$ cat config.mk
export PLATFORM = sky130hd
export DESIGN_NAME = pixel_work_dispatcher_top
export DESIGN_NICKNAME = d
export VERILOG_FILES = /design/src/sv/pwd_pkg.sv /design/src/sv/pwd_ram.sv /design/src/sv/pwd_front.sv /design/src/sv/pwd_cmdq.sv /design/src/sv/pwd_back.sv /design/src/sv/pixel_work_dispatcher_top.sv
export VERILOG_INCLUDE_DIRS = /design/src /design/src/sv
export SDC_FILE = /design/constraint.sdc
export NUM_CORES = 2
export LEC_CHECK = 0
export BUFFER_PORTS_ARGS = -buffer_cell sky130_fd_sc_hd__buf_2
export CAP_MARGIN = 20
export CELL_PAD_IN_SITES_DETAIL_PLACEMENT = 1
export CELL_PAD_IN_SITES_GLOBAL_PLACEMENT = 2
export CORE_ASPECT_RATIO = 0.8
export CORE_UTILIZATION = 25
export DETAILED_ROUTE_END_ITERATION = 16
export GPL_TIMING_DRIVEN = 0
export MAX_ROUTING_LAYER = met4
export PLACE_DENSITY = 0.49
export SYNTH_ARGS = -nofsm -noshare
export SYNTH_HDL_FRONTEND = slang
export SYNTH_SLANG_ARGS = --single-unit
$ cat constraint.sdc
create_clock -name i_clk -period 8.5 [get_ports i_clk]
set_clock_uncertainty 0.2 [all_clocks]
set_input_delay 0.425 -clock i_clk [delete_from_list [all_inputs] [get_ports i_clk]]
set_output_delay 0.425 -clock i_clk [all_outputs]
set_load 0.05 [all_outputs]
$ cat src/sv/pixel_work_dispatcher_top_assert.svh
// ============================================================================
// pixel_work_dispatcher_top_assert.svh
// Assertion macros for the pixel work dispatcher. They expand to concurrent
// assertions on i_clk, disabled while i_rst_n is low, and to nothing when
// SYNTHESIS is defined.
// ============================================================================
`ifndef PIXEL_WORK_DISPATCHER_TOP_ASSERT_SVH
`define PIXEL_WORK_DISPATCHER_TOP_ASSERT_SVH

`ifndef SYNTHESIS
// Check a property at every clock edge.
`define PWD_ASSERT(label, prop, msg) \
    label: assert property (@(posedge i_clk) disable iff (!i_rst_n) (prop)) \
        else $error(msg);
// Check that a condition in one cycle leads to another in the next cycle.
`define PWD_ASSERT_NEXT(label, ante, cons, msg) \
    label: assert property (@(posedge i_clk) disable iff (!i_rst_n) \
        (ante) |=> (cons)) else $error(msg);
`else
`define PWD_ASSERT(label, prop, msg)
`define PWD_ASSERT_NEXT(label, ante, cons, msg)
`endif

`endif

$ cat src/sv/pwd_pkg.sv
// ============================================================================
// pwd_pkg
// Shared types, codes and defaults of the pixel work dispatcher.
// ============================================================================
package pwd_pkg;

    // Defaults for the top level parameters
    localparam int MAX_WORKERS_DEF = 8;
    localparam int PIXEL_DEPTH_DEF = 16;
    localparam int DEFAULT_LIMIT   = 10;

    // Pixel payload: x, y and color packed into one store entry
    localparam int PIXEL_W = 56;

    // Command queue between front and back
    localparam int CMDQ_DEPTH = 2;

    // Configuration register indexes
    localparam int CFG_IDX_W = 3;
    localparam logic [CFG_IDX_W-1:0] CFG_GATEWAY_ID   = 3'd0;
    localparam logic [CFG_IDX_W-1:0] CFG_RAM_ID       = 3'd1;
    localparam logic [CFG_IDX_W-1:0] CFG_WORKER_COUNT = 3'd2;
    localparam logic [CFG_IDX_W-1:0] CFG_WORKER_IDS   = 3'd3;
    localparam logic [CFG_IDX_W-1:0] CFG_BUFFER_LIMIT = 3'd4;

    // Incoming packet opcodes
    localparam logic [2:0] IN_OP_READ_RDY   = 3'd0;
    localparam logic [2:0] IN_OP_PIXEL      = 3'd1;
    localparam logic [2:0] IN_OP_FINISHED   = 3'd2;
    localparam logic [2:0] IN_OP_END        = 3'd3;
    localparam logic [2:0] IN_OP_WRITE_DONE = 3'd4;

    // Item modes
    localparam logic MODE_START  = 1'b0;
    localparam logic MODE_PACKET = 1'b1;

    // Outgoing packet opcodes
    localparam logic [1:0] OUT_READ_REQ  = 2'd0;
    localparam logic [1:0] OUT_NEXT_REQ  = 2'd1;
    localparam logic [1:0] OUT_EXECUTE   = 2'd2;
    localparam logic [1:0] OUT_WRITE_REQ = 2'd3;

    // Classified commands handed from front to back
    localparam int CMD_W = 3;
    localparam logic [CMD_W-1:0] CMD_START  = 3'd0;
    localparam logic [CMD_W-1:0] CMD_RDRDY  = 3'd1;
    localparam logic [CMD_W-1:0] CMD_PIXEL  = 3'd2;
    localparam logic [CMD_W-1:0] CMD_FINISH = 3'd3;
    localparam logic [CMD_W-1:0] CMD_END    = 3'd4;
    localparam logic [CMD_W-1:0] CMD_WRDONE = 3'd5;

    // Gateway phases
    localparam logic [1:0] PH_IDLE    = 2'd0;
    localparam logic [1:0] PH_WAIT_RR = 2'd1;
    localparam logic [1:0] PH_PROC    = 2'd2;
    localparam logic [1:0] PH_WAIT_WD = 2'd3;

    typedef struct packed {
        logic [7:0]  gateway_id;
        logic [7:0]  ram_id;
        logic [3:0]  worker_count;
        logic [63:0] worker_ids;
        logic [4:0]  buffer_limit;
    } t_cfg;

    typedef struct packed {
        logic [CMD_W-1:0] code;
        logic [7:0]       sender;
        logic [15:0]      xpos;
        logic [15:0]      ypos;
        logic [23:0]      color;
    } t_cmd;

    typedef struct packed {
        logic [1:0]  opcode;
        logic [7:0]  sender;
        logic [7:0]  receiver;
        logic [15:0] xpos;
        logic [15:0] ypos;
        logic [23:0] color;
        logic        last;
    } t_res;

    typedef struct packed {
        logic [1:0] phase;
        logic       fill_nz;
        logic       in_disp;
        logic       busy_any;
    } t_bstat;

endpackage

$ cat src/sv/pwd_ram.sv
// ============================================================================
// pwd_ram
// Generic single write port, single read port RAM with registered read data.
// ============================================================================
module pwd_ram #(
    parameter int WIDTH = 8,
    parameter int DEPTH = 16
) (
    input  logic                     i_clk,
    input  logic                     i_we,
    input  logic [$clog2(DEPTH)-1:0] i_waddr,
    input  logic [WIDTH-1:0]         i_wdata,
    input  logic [$clog2(DEPTH)-1:0] i_raddr,
    output logic [WIDTH-1:0]         o_rdata
);

    logic [WIDTH-1:0] r_mem [DEPTH];
    logic [WIDTH-1:0] r_rdata;

    // Write and read; read data is registered
    always_ff @(posedge i_clk) begin
        if (i_we) begin
            r_mem[i_waddr] <= i_wdata;
        end
        r_rdata <= r_mem[i_raddr];
    end

    assign o_rdata = r_rdata;

endmodule

$ cat src/sv/pwd_front.sv
// ============================================================================
// pwd_front
// Input stage: accepts items, classifies them into commands and drops
// packets that can never have an effect.
// ============================================================================
module pwd_front (
    input  logic          i_clk,
    input  logic          i_rst_n,
    input  logic [7:0]    i_ram_id,
    input  logic          push,
    output logic          full,
    input  logic          i_mode,
    input  logic [2:0]    i_in_opcode,
    input  logic [7:0]    i_in_sender,
    input  logic [15:0]   i_in_xpos,
    input  logic [15:0]   i_in_ypos,
    input  logic [23:0]   i_in_color,
    output logic          o_cmd_valid,
    output pwd_pkg::t_cmd o_cmd,
    input  logic          i_q_ready
);

    import pwd_pkg::*;

    logic r_valid;
    t_cmd r_cmd;
    t_cmd n_cmd;
    logic keep;
    logic from_ram;
    logic accept;

    assign from_ram = (i_in_sender == i_ram_id);
    assign full     = r_valid && !i_q_ready;
    assign accept   = push && !full;

    // Classify the item; packets that match no command are dropped here
    always_comb begin
        n_cmd.sender = i_in_sender;
        n_cmd.xpos   = i_in_xpos;
        n_cmd.ypos   = i_in_ypos;
        n_cmd.color  = i_in_color;
        n_cmd.code   = CMD_START;
        keep         = 1'b0;
        if (i_mode == MODE_START) begin
            keep = 1'b1;
        end else begin
            unique case (i_in_opcode)
                IN_OP_READ_RDY: begin
                    n_cmd.code = CMD_RDRDY;
                    keep       = from_ram;
                end
                IN_OP_PIXEL: begin
                    n_cmd.code = CMD_PIXEL;
                    keep       = from_ram;
                end
                IN_OP_FINISHED: begin
                    n_cmd.code = CMD_FINISH;
                    keep       = 1'b1;
                end
                IN_OP_END: begin
                    n_cmd.code = CMD_END;
                    keep       = from_ram;
                end
                IN_OP_WRITE_DONE: begin
                    n_cmd.code = CMD_WRDONE;
                    keep       = from_ram;
                end
                default: begin
                    keep = 1'b0;
                end
            endcase
        end
    end

    // Hold the classified command until the queue takes it
    always_ff @(posedge i_clk) begin
        if (!i_rst_n) begin
            r_valid <= 1'b0;
        end else if (!r_valid || i_q_ready) begin
            r_valid <= accept && keep;
        end
    end

    always_ff @(posedge i_clk) begin
        if (accept) begin
            r_cmd <= n_cmd;
        end
    end

    assign o_cmd_valid = r_valid;
    assign o_cmd       = r_cmd;

endmodule

$ cat src/sv/pwd_cmdq.sv
// ============================================================================
// pwd_cmdq
// Short command queue that decouples the front stage from the back sequencer.
// ============================================================================
module pwd_cmdq (
    input  logic          i_clk,
    input  logic          i_rst_n,
    input  logic          i_push,
    input  pwd_pkg::t_cmd i_cmd,
    output logic          o_ready,
    output logic          o_valid,
    output pwd_pkg::t_cmd o_cmd,
    input  logic          i_pop
);

    import pwd_pkg::*;

    localparam int AW = (CMDQ_DEPTH > 1) ? $clog2(CMDQ_DEPTH) : 1;
    localparam int CW = $clog2(CMDQ_DEPTH + 1);

    t_cmd          r_slot [CMDQ_DEPTH];
    logic [AW-1:0] r_wr;
    logic [AW-1:0] r_rd;
    logic [CW-1:0] r_count;
    logic          do_push;
    logic          do_pop;

    assign o_ready = (r_count != CW'(CMDQ_DEPTH));
    assign o_valid = (r_count != '0);
    assign o_cmd   = r_slot[r_rd];
    assign do_push = i_push && o_ready;
    assign do_pop  = i_pop && o_valid;

    function automatic logic [AW-1:0] wrap_inc(input logic [AW-1:0] p);
        return (p == AW'(CMDQ_DEPTH - 1)) ? '0 : p + AW'(1);
    endfunction

    // Advance pointers and count
    always_ff @(posedge i_clk) begin
        if (!i_rst_n) begin
            r_wr    <= '0;
            r_rd    <= '0;
            r_count <= '0;
        end else begin
            if (do_push) begin
                r_wr <= wrap_inc(r_wr);
            end
            if (do_pop) begin
                r_rd <= wrap_inc(r_rd);
            end
            if (do_push && !do_pop) begin
                r_count <= r_count + CW'(1);
            end else if (do_pop && !do_push) begin
                r_count <= r_count - CW'(1);
            end
        end
    end

    // Store the incoming beat
    always_ff @(posedge i_clk) begin
        if (do_push) begin
            r_slot[r_wr] <= i_cmd;
        end
    end

endmodule

$ cat src/sv/pwd_back.sv
// ============================================================================
// pwd_back
// Back sequencer: owns the phase, the pixel FIFO and the worker busy bits,
// executes commands and emits outgoing packets, at most one per cycle, holding while the result is not popped.
// ============================================================================
module pwd_back #(
    parameter int MAX_WORKERS = 8,
    parameter int PIXEL_DEPTH = 16
) (
    input  logic            i_clk,
    input  logic            i_rst_n,
    input  pwd_pkg::t_cfg   i_cfg,
    input  logic            i_cmd_valid,
    input  pwd_pkg::t_cmd   i_cmd,
    output logic            o_cmd_pop,
    output logic            o_res_valid,
    output pwd_pkg::t_res   o_res,
    input  logic            i_res_pop,
    output pwd_pkg::t_bstat o_stat
);

    import pwd_pkg::*;

    localparam int FILL_W = $clog2(PIXEL_DEPTH + 1);
    localparam int PTR_W  = $clog2(PIXEL_DEPTH);
    localparam int CMP_W  = (FILL_W > 5) ? FILL_W : 5;
    localparam int WI_W   = (MAX_WORKERS > 1) ? $clog2(MAX_WORKERS) : 1;

    // Sequencer states
    localparam logic [1:0] S_IDLE = 2'd0;
    localparam logic [1:0] S_REQ  = 2'd1;
    localparam logic [1:0] S_DISP = 2'd2;

    logic [1:0]             r_state, n_state;
    logic [1:0]             r_phase, n_phase;
    logic [PTR_W-1:0]       r_rp, n_rp;
    logic [PTR_W-1:0]       r_wp, n_wp;
    logic [FILL_W-1:0]      r_fill, n_fill;
    logic [MAX_WORKERS-1:0] r_busy, n_busy;
    logic                   r_res_valid, n_res_valid;
    t_res                   r_res, n_res;

    logic                   out_ready;
    logic                   emit;
    logic                   ram_we;
    logic [PIXEL_W-1:0]     ram_rdata;
    logic [CMP_W-1:0]       lim_raw;
    logic [CMP_W-1:0]       eff_lim;
    logic [3:0]             eff_cnt;
    logic [MAX_WORKERS-1:0] in_use;
    logic [MAX_WORKERS-1:0] idle;
    logic [MAX_WORKERS-1:0] idle2;
    logic                   first_any;
    logic [WI_W-1:0]        first_idx;
    logic                   fill_nz;
    logic                   room;
    logic                   more;
    logic                   disp_last;

    function automatic logic [PTR_W-1:0] ptr_inc(input logic [PTR_W-1:0] p);
        return (p == PTR_W'(PIXEL_DEPTH - 1)) ? '0 : p + PTR_W'(1);
    endfunction

    // Effective buffer limit and worker count
    always_comb begin
        lim_raw = (i_cfg.buffer_limit == '0) ? CMP_W'(DEFAULT_LIMIT)
                                             : CMP_W'(i_cfg.buffer_limit);
        eff_lim = (lim_raw > CMP_W'(PIXEL_DEPTH)) ? CMP_W'(PIXEL_DEPTH) : lim_raw;
        eff_cnt = (i_cfg.worker_count > 4'(MAX_WORKERS)) ? 4'(MAX_WORKERS)
                                                         : i_cfg.worker_count;
        for (int i = 0; i < MAX_WORKERS; i++) begin
            in_use[i] = (4'(i) < eff_cnt);
        end
    end

    // Pick the first idle worker and look ahead for a second one
    always_comb begin
        idle      = in_use & ~r_busy;
        first_any = 1'b0;
        first_idx = '0;
        for (int i = MAX_WORKERS - 1; i >= 0; i--) begin
            if (idle[i]) begin
                first_any = 1'b1;
                first_idx = WI_W'(i);
            end
        end
        idle2 = idle & ~(MAX_WORKERS'(1) << first_idx);
    end

    assign out_ready = !r_res_valid || i_res_pop;
    assign fill_nz   = (r_fill != '0);
    assign room      = (CMP_W'(r_fill) < eff_lim);
    assign more      = fill_nz && first_any;
    assign disp_last = !((r_fill > FILL_W'(1)) && (idle2 != '0));

    // Sequencer
    always_comb begin
        n_state     = r_state;
        n_phase     = r_phase;
        n_rp        = r_rp;
        n_wp        = r_wp;
        n_fill      = r_fill;
        n_busy      = r_busy;
        o_cmd_pop   = 1'b0;
        ram_we      = 1'b0;
        emit        = 1'b0;
        n_res       = r_res;
        n_res.sender   = i_cfg.gateway_id;
        n_res.receiver = i_cfg.ram_id;
        n_res.xpos     = '0;
        n_res.ypos     = '0;
        n_res.color    = '0;
        n_res.last     = 1'b1;
        n_res.opcode   = OUT_NEXT_REQ;
        unique case (r_state)
            S_IDLE: begin
                if (i_cmd_valid && out_ready) begin
                    o_cmd_pop = 1'b1;
                    unique case (i_cmd.code)
                        CMD_START: begin
                            if (r_phase == PH_IDLE) begin
                                emit         = 1'b1;
                                n_res.opcode = OUT_READ_REQ;
                                n_phase      = PH_WAIT_RR;
                            end
                        end
                        CMD_RDRDY: begin
                            if (r_phase == PH_WAIT_RR) begin
                                emit         = 1'b1;
                                n_res.opcode = OUT_NEXT_REQ;
                                n_phase      = PH_PROC;
                            end
                        end
                        CMD_PIXEL: begin
                            if (r_phase == PH_PROC) begin
                                if (room) begin
                                    ram_we = 1'b1;
                                    n_wp   = ptr_inc(r_wp);
                                    n_fill = r_fill + FILL_W'(1);
                                end
                                n_state = S_REQ;
                            end
                        end
                        CMD_FINISH: begin
                            if (r_phase == PH_PROC) begin
                                for (int i = 0; i < MAX_WORKERS; i++) begin
                                    if (in_use[i] &&
                                        i_cfg.worker_ids[8*i +: 8] == i_cmd.sender) begin
                                        n_busy[i] = 1'b0;
                                    end
                                end
                                n_state = S_REQ;
                            end
                        end
                        CMD_END: begin
                            if (r_phase == PH_PROC && !fill_nz && r_busy == '0) begin
                                emit         = 1'b1;
                                n_res.opcode = OUT_WRITE_REQ;
                                n_phase      = PH_WAIT_WD;
                            end
                        end
                        CMD_WRDONE: begin
                            if (r_phase == PH_WAIT_WD) begin
                                n_phase = PH_IDLE;
                            end
                        end
                        default: begin
                        end
                    endcase
                end
            end
            S_REQ: begin
                // Ask memory for the next pixel while the FIFO has room
                if (room) begin
                    if (out_ready) begin
                        emit         = 1'b1;
                        n_res.opcode = OUT_NEXT_REQ;
                        n_res.last   = !more;
                        n_state      = more ? S_DISP : S_IDLE;
                    end
                end else begin
                    n_state = more ? S_DISP : S_IDLE;
                end
            end
            S_DISP: begin
                // Hand the oldest buffered pixel to the first idle worker
                if (out_ready) begin
                    emit              = 1'b1;
                    n_res.opcode      = OUT_EXECUTE;
                    n_res.receiver    = i_cfg.worker_ids[8*first_idx +: 8];
                    n_res.xpos        = ram_rdata[55:40];
                    n_res.ypos        = ram_rdata[39:24];
                    n_res.color       = ram_rdata[23:0];
                    n_res.last        = disp_last;
                    n_busy[first_idx] = 1'b1;
                    n_rp              = ptr_inc(r_rp);
                    n_fill            = r_fill - FILL_W'(1);
                    n_state           = disp_last ? S_IDLE : S_DISP;
                end
            end
            default: begin
                n_state = S_IDLE;
            end
        endcase
        if (emit) begin
            n_res_valid = 1'b1;
        end else if (i_res_pop) begin
            n_res_valid = 1'b0;
        end else begin
            n_res_valid = r_res_valid;
        end
    end

    // Control state
    always_ff @(posedge i_clk) begin
        if (!i_rst_n) begin
            r_state     <= S_IDLE;
            r_phase     <= PH_IDLE;
            r_rp        <= '0;
            r_wp        <= '0;
            r_fill      <= '0;
            r_busy      <= '0;
            r_res_valid <= 1'b0;
        end else begin
            r_state     <= n_state;
            r_phase     <= n_phase;
            r_rp        <= n_rp;
            r_wp        <= n_wp;
            r_fill      <= n_fill;
            r_busy      <= n_busy;
            r_res_valid <= n_res_valid;
        end
    end

    // Result register
    always_ff @(posedge i_clk) begin
        if (emit) begin
            r_res <= n_res;
        end
    end

    // Pixel FIFO storage; read address follows the next read pointer
    pwd_ram #(
        .WIDTH(PIXEL_W),
        .DEPTH(PIXEL_DEPTH)
    ) u_pixel_ram (
        .i_clk  (i_clk),
        .i_we   (ram_we),
        .i_waddr(r_wp),
        .i_wdata({i_cmd.xpos, i_cmd.ypos, i_cmd.color}),
        .i_raddr(n_rp),
        .o_rdata(ram_rdata)
    );

    assign o_res_valid     = r_res_valid;
    assign o_res           = r_res;
    assign o_stat.phase    = r_phase;
    assign o_stat.fill_nz  = fill_nz;
    assign o_stat.in_disp  = (r_state == S_DISP);
    assign o_stat.busy_any = (r_busy != '0);

endmodule

$ cat src/sv/pixel_work_dispatcher_top.sv
// ============================================================================
// pixel_work_dispatcher_top
// Packet gateway that fetches pixels from a memory node, buffers them and
// hands them to idle worker nodes.
// Input queue side: push/full with mode and packet fields; a beat is taken
// when push is high and full is low. Result queue side: empty/pop; the
// oldest outgoing packet is shown while empty is low, last marks the final
// packet caused by one input. Registers are written through the cfg channel
// (index, data, valid/ready; ready is always high); the user must write them
// only while the block is idle, as the block itself does not enforce it. A
// beat passes the front register, the command queue and the result register
// of the back sequencer. A pixel or finished notice is executed in the idle
// state and passes the next-pixel request step; buffered pixels are then
// dispatched one per cycle while results are popped, using the registered
// read of the pixel RAM. The sequencer takes the next command only once it
// is back in idle. Reset clears the phase to idle, the FIFO and all busy bits
// and loads the register defaults. While the receiver stalls, the result
// register holds and the command queue and front register fill up to three.
// ============================================================================
`include "pixel_work_dispatcher_top_assert.svh"

module pixel_work_dispatcher_top #(
    parameter int MAX_WORKERS = pwd_pkg::MAX_WORKERS_DEF,
    parameter int PIXEL_DEPTH = pwd_pkg::PIXEL_DEPTH_DEF
) (
    input  logic                           i_clk,
    input  logic                           i_rst_n,
    // Configuration write channel
    input  logic                           i_cfg_valid,
    output logic                           o_cfg_ready,
    input  logic [pwd_pkg::CFG_IDX_W-1:0]  i_cfg_index,
    input  logic [63:0]                    i_cfg_data,
    // Input items
    input  logic                           push,
    output logic                           full,
    input  logic                           i_mode,
    input  logic [2:0]                     i_in_opcode,
    input  logic [7:0]                     i_in_sender,
    input  logic [15:0]                    i_in_xpos,
    input  logic [15:0]                    i_in_ypos,
    input  logic [23:0]                    i_in_color,
    // Result items
    output logic                           empty,
    input  logic                           pop,
    output logic [1:0]                     o_out_opcode,
    output logic [7:0]                     o_out_sender,
    output logic [7:0]                     o_out_receiver,
    output logic [15:0]                    o_out_xpos,
    output logic [15:0]                    o_out_ypos,
    output logic [23:0]                    o_out_color,
    output logic                           o_last
);

    import pwd_pkg::*;

    t_cfg   r_cfg;
    logic   f_valid;
    t_cmd   f_cmd;
    logic   q_ready;
    logic   q_valid;
    t_cmd   q_cmd;
    logic   q_pop;
    logic   res_valid;
    t_res   res;
    t_bstat st;

    // Register writes; unknown indexes are ignored
    always_ff @(posedge i_clk) begin
        if (!i_rst_n) begin
            r_cfg.gateway_id   <= '0;
            r_cfg.ram_id       <= '0;
            r_cfg.worker_count <= 4'd1;
            r_cfg.worker_ids   <= '0;
            r_cfg.buffer_limit <= 5'(DEFAULT_LIMIT);
        end else if (i_cfg_valid) begin
            unique case (i_cfg_index)
                CFG_GATEWAY_ID:   r_cfg.gateway_id   <= i_cfg_data[7:0];
                CFG_RAM_ID:       r_cfg.ram_id       <= i_cfg_data[7:0];
                CFG_WORKER_COUNT: r_cfg.worker_count <= i_cfg_data[3:0];
                CFG_WORKER_IDS:   r_cfg.worker_ids   <= i_cfg_data;
                CFG_BUFFER_LIMIT: r_cfg.buffer_limit <= i_cfg_data[4:0];
                default: begin
                end
            endcase
        end
    end

    assign o_cfg_ready = 1'b1;

    pwd_front u_front (
        .i_clk      (i_clk),
        .i_rst_n    (i_rst_n),
        .i_ram_id   (r_cfg.ram_id),
        .push       (push),
        .full       (full),
        .i_mode     (i_mode),
        .i_in_opcode(i_in_opcode),
        .i_in_sender(i_in_sender),
        .i_in_xpos  (i_in_xpos),
        .i_in_ypos  (i_in_ypos),
        .i_in_color (i_in_color),
        .o_cmd_valid(f_valid),
        .o_cmd      (f_cmd),
        .i_q_ready  (q_ready)
    );

    pwd_cmdq u_cmdq (
        .i_clk  (i_clk),
        .i_rst_n(i_rst_n),
        .i_push (f_valid),
        .i_cmd  (f_cmd),
        .o_ready(q_ready),
        .o_valid(q_valid),
        .o_cmd  (q_cmd),
        .i_pop  (q_pop)
    );

    pwd_back #(
        .MAX_WORKERS(MAX_WORKERS),
        .PIXEL_DEPTH(PIXEL_DEPTH)
    ) u_back (
        .i_clk      (i_clk),
        .i_rst_n    (i_rst_n),
        .i_cfg      (r_cfg),
        .i_cmd_valid(q_valid),
        .i_cmd      (q_cmd),
        .o_cmd_pop  (q_pop),
        .o_res_valid(res_valid),
        .o_res      (res),
        .i_res_pop  (pop),
        .o_stat     (st)
    );

    assign empty          = !res_valid;
    assign o_out_opcode   = res.opcode;
    assign o_out_sender   = res.sender;
    assign o_out_receiver = res.receiver;
    assign o_out_xpos     = res.xpos;
    assign o_out_ypos     = res.ypos;
    assign o_out_color    = res.color;
    assign o_last         = res.last;

    // Write wait needs an empty FIFO and no busy worker
    `PWD_ASSERT(a_wait_wd_clean, st.phase != PH_WAIT_WD || (!st.fill_nz && !st.busy_any), "write wait with pixels or busy workers")
    // Buffered pixels exist only while processing
    `PWD_ASSERT(a_fill_in_proc, !st.fill_nz || st.phase == PH_PROC, "pixels buffered outside processing")
    // Dispatch runs only with a buffered pixel
    `PWD_ASSERT(a_disp_has_pixel, !st.in_disp || st.fill_nz, "dispatch with empty pixel FIFO")
    // Write wait leaves only for idle
    `PWD_ASSERT_NEXT(a_wait_wd_exit, st.phase == PH_WAIT_WD, st.phase == PH_WAIT_WD || st.phase == PH_IDLE, "bad phase after write wait")

endmodule
* After elaboration in Yosys (flattened, before gate mapping) *
Memory sizes are Yosys's and may differ from the RTL's. A register that Yosys moved wholly into a read port is not among the register bits.
Cells that the tools add are included.

word-level totals
  register bits = 262
  latch bits = 0
  RAM bits = 1030
  bits in read-only memories = 0
  bits of input ports = 140
  output and inout bits = 78
  memories kept = 2

memory list
  memory                    depth  width  read ports  clocked after Yosys merged registers in  write ports  RTL line        RTL
  u_back.u_pixel_ram.r_mem  16     56     1           1                                        1            pwd_ram.sv:17   logic [WIDTH-1:0] r_mem [DEPTH];
  u_cmdq.r_slot             2      67     1           1                                        1            pwd_cmdq.sv:21  t_cmd r_slot [CMDQ_DEPTH];

operators by class
  $add $sub $neg = 8
  multiply operators = 0
  div/mod/pow operators = 0
  magnitude comparators = 14
  eq/ne operators = 50
  shift operators = 2
  multiplexer cells = 99
  bitwise gates (word level) = 5
  reductions and logical operators = 66

operators with widths
  operator                                                                      count
  8-bit == test                                                                 9
  65-bit two-way mux                                                            1
  64-bit two-way mux                                                            1
  64-bit by 7-bit variable part select with 8-bit output                        1
  6-bit AND reduction                                                           9
  1-bit two-way mux                                                             44
  5-bit two-way mux                                                             7
  2-bit two-way mux                                                             17
  8-bit two-way mux                                                             4
  2-bit by 1-bit != test with 1-bit output (second input constant)              16
  3-bit two-way mux                                                             8
  1-bit logical AND                                                             21
  4-bit two-way mux                                                             5
  3-bit by 2-bit == test with 1-bit output (second input constant)              6
  8-bit AND                                                                     2
  3-bit by 4-bit less-than comparator with 1-bit output (first input constant)  4
  8-bit NOT                                                                     2
  8-bit one-hot mux with 2 select lines                                         1
  3-bit one-hot mux with 5 select lines                                         1
  3-bit == test (second input constant)                                         4
  2-bit AND reduction                                                           6
  5-bit one-hot mux with 2 select lines                                         1
  5-bit AND reduction                                                           2
  3-bit by 1-bit == test with 1-bit output (second input constant)              3
  other kinds (40)                                                              69

* Logic depth before layout (Yosys ltp) *
  depth in word-level cells = 20
  mapped depth = 12
  depth with buffers taken out = 10

* Hierarchy *
Synthesis repeated with hierarchy kept, for this count alone.

second synthesis, totals
  cells, all modules = 2807
  area total of the unflattened synthesis = 51966.1 sq um

modules (own cells, without submodules)
  module                     times used  cells each  area an instance (sq um)  sequential area each (sq um)
  pwd_ram                    1           1445        34678.3                   28026.9
  pwd_back                   1           664         6501.2                    2772.7
  pwd_cmdq                   1           232         5077.4                    4124.0
  pixel_work_dispatcher_top  1           370         3487.1                    1781.7
  pwd_front                  1           96          2222.1                    2031.9

* Least setup slack after synthesis *
No wires, ideal clock.

  path type = register to register
  start = reg r_cfg[0] (netlist bit)
  end = mem u_back.u_pixel_ram.r_mem[3][0] (netlist bit), enable pin
  data arrival time = 5.607 ns
  data required time = 7.761 ns
  slack = 2.154 ns
  stages on the path, launching flop included = 11
  clock period less this slack = 6.346 ns
  cells stage by stage = dfxtp_1 nor3_1 o21ai_0 ha_1 nor4b_1 o21ai_0 a211oi_1 nor2b_1 buf_2 nand2_1 nor3_1

between the ends
  longest elaborated chain between the ends = 12

RTL lines
  what                                         RTL line                         RTL
  start, declared                              pixel_work_dispatcher_top.sv:56  t_cfg r_cfg;
  5-bit zero test                              pwd_back.sv:66                   lim_raw = (i_cfg.buffer_limit == '0) ? CMP_W'(DEFAULT_LIMIT)
  5-bit two-way mux (*)                        pwd_back.sv:66
  5-bit greater-than comparator                pwd_back.sv:68                   eff_lim = (lim_raw > CMP_W'(PIXEL_DEPTH)) ? CMP_W'(PIXEL_DEPTH) : lim_raw;
  5-bit two-way mux (*)                        pwd_back.sv:68
  5-bit less-than comparator (*)               pwd_back.sv:92                   assign room = (CMP_W'(r_fill) < eff_lim);
  1-bit two-way mux (*)                        pwd_back.sv:136                  if (room) begin
  1-bit two-way mux (*)                        pwd_back.sv:135                  if (r_phase == PH_PROC) begin
  1-bit two-way mux (*)                        pwd_back.sv:119                  unique case (i_cmd.code)
  1-bit two-way mux (*)                        pwd_back.sv:117                  if (i_cmd_valid && out_ready) begin
  1-bit two-way mux (*)                        pwd_back.sv:115                  unique case (r_state)
  1-bit two-way mux (*)                        pwd_ram.sv:22                    if (i_we) begin
  1-bit two-way mux (implied by the code) (*)  pwd_ram.sv:23                    r_mem[i_waddr] <= i_wdata;
  end, declared                                pwd_ram.sv:17

Mark *: on every way between the ends. The rest lies on a longest branch, timed or not.

* Worst setup path in the final report *
  start = reg u_back.r_state[1]
  end = reg u_back.u_pixel_ram.r_rdata[23] (netlist: u_back.u_pixel_ram.o_rdata[23]), read port of u_back.u_pixel_ram.r_mem

between the ends
  longest elaborated chain between the ends = 2

RTL lines
  what                    RTL line         RTL
  start, declared         pwd_back.sv:34   logic [1:0] r_state, n_state;
  start signal, assigned  pwd_back.sv:225  r_state <= n_state;
  2-bit == test           --
  4-bit two-way mux       pwd_back.sv:115
  end, declared           pwd_ram.sv:18    logic [WIDTH-1:0] r_rdata;

Every way passes these cells.
A chain may end at the register's enable or synchronous reset.

==> run_results.csv <==
group,metric,value,unit
status,run_status,"complete, no violations",
sta,max_slew_margin,26.96,%
final_layout,layout.nets,3960,
placed_design,finalWeightedCongestion,0.7863,
sta,finalSetupTns,0,ps
power_and_ir_drop,total_leakage_power,0.02463,uW
die,die_width,520.7,um
logic_synthesis,synth_nets,3371,
critical_path,cp-end-kind,"register",
logic_synthesis,synth_unique_cells,68,
clock_tree,postCtsResizedCells,0,
global_route,gr-total-overflow,0,
critical_path,critical_path.slowest_cell,"nor2_2",
logic_synthesis,postSynth.topFlopCell,"edfxtp_1",
routing,firstDrtPassIters,5,
logic_synthesis,synth_sequential_area_ratio,71.98,%
final_layout,n_fill_cell,22113,
sta,hold_viol_final,0,
placed_design,detailedPlacementHpwl,110200,um
die,die_area,217100,um2
clock_tree,cts.clk_slew.worst_paths,60,ps
critical_path,crit_path_start_kind,"register",
critical_path,critical_path_required,8930,ps
routing,routedWlPerCell,23.72,um
placed_design,dpl.cell_count,6339,
global_route,track_usage,15.12,%
min_path,worstHoldPathType,"in2reg",
power_and_ir_drop,ir_worst_vdd,0.2179,mV
clock_tree,clk_path_buf_depth,3,
routing,detail_route.drc_violations,0,
routing,drt-vias-per-instance,4.337,
placed_design,dp_worst_setup_slack,3540,ps
die,ioPinCount,218,
clock_tree,cts_buffers,153,
critical_path,timing.critical_path.arrival,5270,ps
final_layout,layout.area.seq,38740,um2
routing,via_count,29345,
critical_path,critical_path_peak_fanout,10,
clock_tree,cts_num_sinks,1349,
final_layout,areaGrowthSynthToFinish,22.94,%
placed_design,instance_area_at_placement,59930,um2
final_layout,finalNonFillerCells,6766,
job,drv_cap,0,
clock_tree,insertion_delay,790,ps
die,die-height,417.0,um
critical_path,worst_path_largest_cell_delay,660,ps
global_route,globalRouteMet1Util,20.95,%
global_route,grt_antenna_before_repair,14,
sta,fin_ws,3657,ps
die,std_cell_rows,151,
critical_path,critPathKind,"reg2reg",
sta,period_needed,4843,ps
sta,final_setup_fails,0,
die,core,212700,um2
global_route,grt_util_met3,2.325,%
logic_synthesis,synthCells,3214,
logic_synthesis,synthesis.area,53820,um2
die,floorplan.initialDensity,25.30,%
logic_synthesis,postSynthRegisterBits,1349,
final_layout,post-route-cell-area,66160,um2
final_layout,post_route_cells_drive_above_1_share,18.09,%
clock_tree,cts_root_cell,"clkbuf_16",
clock_tree,cts_tree,"done",
routing,drt_iter0_markers,1578,
logic_synthesis,ffs_w_async_s_r_synth,0,%
critical_path,path_cells,"ha_1, clkinv_1, nor2_2, nand4_1, o21ai_0, buf_2, buf_2, buf_2, mux2i_1, mux2i_1, mux2i_1",
clock_tree,htree_levels,4,
power_and_ir_drop,report.power.total,16940,uW
sta,unrepaired_setup_endpoints_after_global_routing,"no",
global_route,global_route.usage.met2,23.28,%
final_layout,multiInputGateArea,14350,um2
logic_synthesis,synth.avg_cell_area,16.74,um2
sta,max_freq,206.5,MHz
global_route,grt_pass1_wl,226900,um
power_and_ir_drop,power.density,256.0,nW/um2
global_route,grt-busiest-layer,"met2",
placed_design,io_buffers,215,
logic_synthesis,synth_enable_flop_cells,1172,
routing,detail_route.wirelength,160500,um
global_route,first_global_vias,30921,
sta,final.period_utilization,56.98,%
sta,max_slew.worst_pin.slew,1096,ps
logic_synthesis,ys.warnings.count,0,
sta,timing.final.max_slew_violations,0,
global_route,pin_count_of_the_biggest_net_entering_global_routing,44,
routing,route.antenna.remaining_nets,0,
[layout make-up]
type / instances / area share (%)
sequential: 1349 / 58.55
clock buffer: 224 / 6.449
tap: 2830 / 5.352
clock inverter: 58 / 0.8454
antenna: 6 / 0.02269
timing repair buffer: 434 / 5.783
buffer: 164 / 1.207
inverter: 18 / 0.1021
multi-input combinational: 1683 / 21.69
[routing by layer]
layer  wire (um)  part of all wire [%]  up-vias
met2       73360                    46      460
met1       79040                    49    15152
met4        2772                   1.7        0
met3        5336                   3.3      187
met5           0                     0        -
li1            -                     -    13546
[through the flow]
stage	util (%)	hold WS, ps
2_1_floorplan	-	208.1
3_3_place_gp	27.47	216.4
3_5_place_dp	28.17	216.8
4_1_cts	31.09	64.57
5_1_grt	31.10	81.41
6_report	31.10	133.6
[power by group]
| group | total (uW) | switching (uW) | internal (uW) |
|---|---|---|---|
| Combinational | 2510 | 1810 | 702 |
| Sequential | 8010 | 100 | 7910 |
| Clock | 6420 | 2740 | 3680 |
[critical path, delay by kind of cell (launching register included)]
kind / cells / cell delay, ps
AOI/OAI and AO/OA: 1 / 170
adders and majority gates: 1 / 400
buffers and inverters: 4 / 1930
DFF: 1 / 410
muxes: 3 / 710
and+or+nand+nor: 2 / 820
[repair_timing]
item | CTS | global route
hold buffers | 139 | 0
hold endpoints to repair | 158 | 0
setup buffers | 0 | 0
[state kept, by name, indices dropped and copies added (netlist names), named ones only]
name and flops:
u_back.u_pixel_ram.r_mem 896, u_cmdq.r_slot 134, r_cfg 89, u_back.o_res 75, u_front.o_cmd 67, u_back.u_pixel_ram.o_rdata 56
u_back.r_busy 8, u_back.r_fill 5, u_back.r_rp 4, u_back.r_wp 4, u_back.r_phase 2, u_back.r_state 2
u_cmdq.r_count 2, u_back.o_res_valid 1, u_cmdq.r_rd 1, u_cmdq.r_wr 1, u_front.o_cmd_valid 1
[kinds of logic (layout without fill, tap and decap cells)]
| kind of cell | after synthesis | in the layout | share of synthesized area (%) |
|---|---|---|---|
| adders and majority gates | 17 | 17 | 0.3952 |
| other | 1 | 7 | 0.006968 |
| DFF | 1349 | 1349 | 71.98 |
| buffers and inverters | 182 | 898 | 1.604 |
| xor gates and xnor gates | 85 | 85 | 1.383 |
| and+or+nand+nor | 420 | 420 | 3.713 |
| muxes | 955 | 955 | 18.08 |
| AOI/OAI and AO/OA | 205 | 205 | 2.841 |
[cells in the mapped netlist (all sizes together), types with 3 or more instances]
cell type	instances	area [um2]
a21oi	19	95.09
clkbuf	58	217.7
a22oi	4	30.03
edfxtp	1172	35190
and3	59	369.1
dfxtp	177	3543
o21ai	24	120.1
a41oi	4	42.55
buf	106	578.1
nor2b	16	100.1
nand2b	13	81.33
ha	17	212.7
a311oi	5	43.79
a21o	3	22.52
mux2i	893	9030
a21boi	80	600.6
nand3	13	65.06
nor2	54	205.2
o2bb2ai	5	43.79
and2	10	62.56
nor3	20	100.1
a32oi	5	43.79
xor2	42	367.9
inv	17	63.81
or3	4	25.02
xnor2	43	376.6
nor4	12	81.33
or2	4	25.02
o221a	7	78.82
a31oi	9	56.30
nand2	196	735.7
a221o	5	50.05
nand4	8	50.05
o31ai	6	45.04
mux2	62	698.2
nor4b	3	32.53
a211oi	5	37.54
o21a	3	22.52
o211ai	8	60.06
[cells in the final DEF, fill, tap and decap left out, drive strengths merged, types with 7 or more instances in the layout]
cell type	Yosys	layout
nor3	20	20
nand2b	13	13
buf	106	401
o21ai	24	24
edfxtp	1172	1172
nand2	196	196
mux2i	893	893
mux2	62	62
nor2	54	54
and3	59	59
dfxtp	177	177
inv	17	27
o211ai	8	8
clkinv	1	41
and2	10	10
a21oi	19	19
a21boi	80	80
xor2	42	42
nor2b	16	16
nand3	13	13
nor4	12	12
xnor2	43	43
dlygate4sd3	0	139
ha	17	17
a31oi	9	9
nand4	8	8
clkbuf	58	282
o221a	7	7
[final timing paths]
| path | startpoint | slack (ps) | endpoint | cells after the start |
|---|---|---|---|---|
| worst min-delay path | i_cfg_index[2] | 130 | r_cfg[88] | 5 |
| worst min register to register | r_cfg[83] | 230 | u_back.o_res[67] | 0 |
| worst max-delay path | u_back.r_state[1] | 3660 | u_back.u_pixel_ram.o_rdata[23] | 11 |
| worst max register to register | u_back.r_state[1] | 3660 | u_back.u_pixel_ram.o_rdata[23] | 11 |
(Power assumes the default switching activity.)
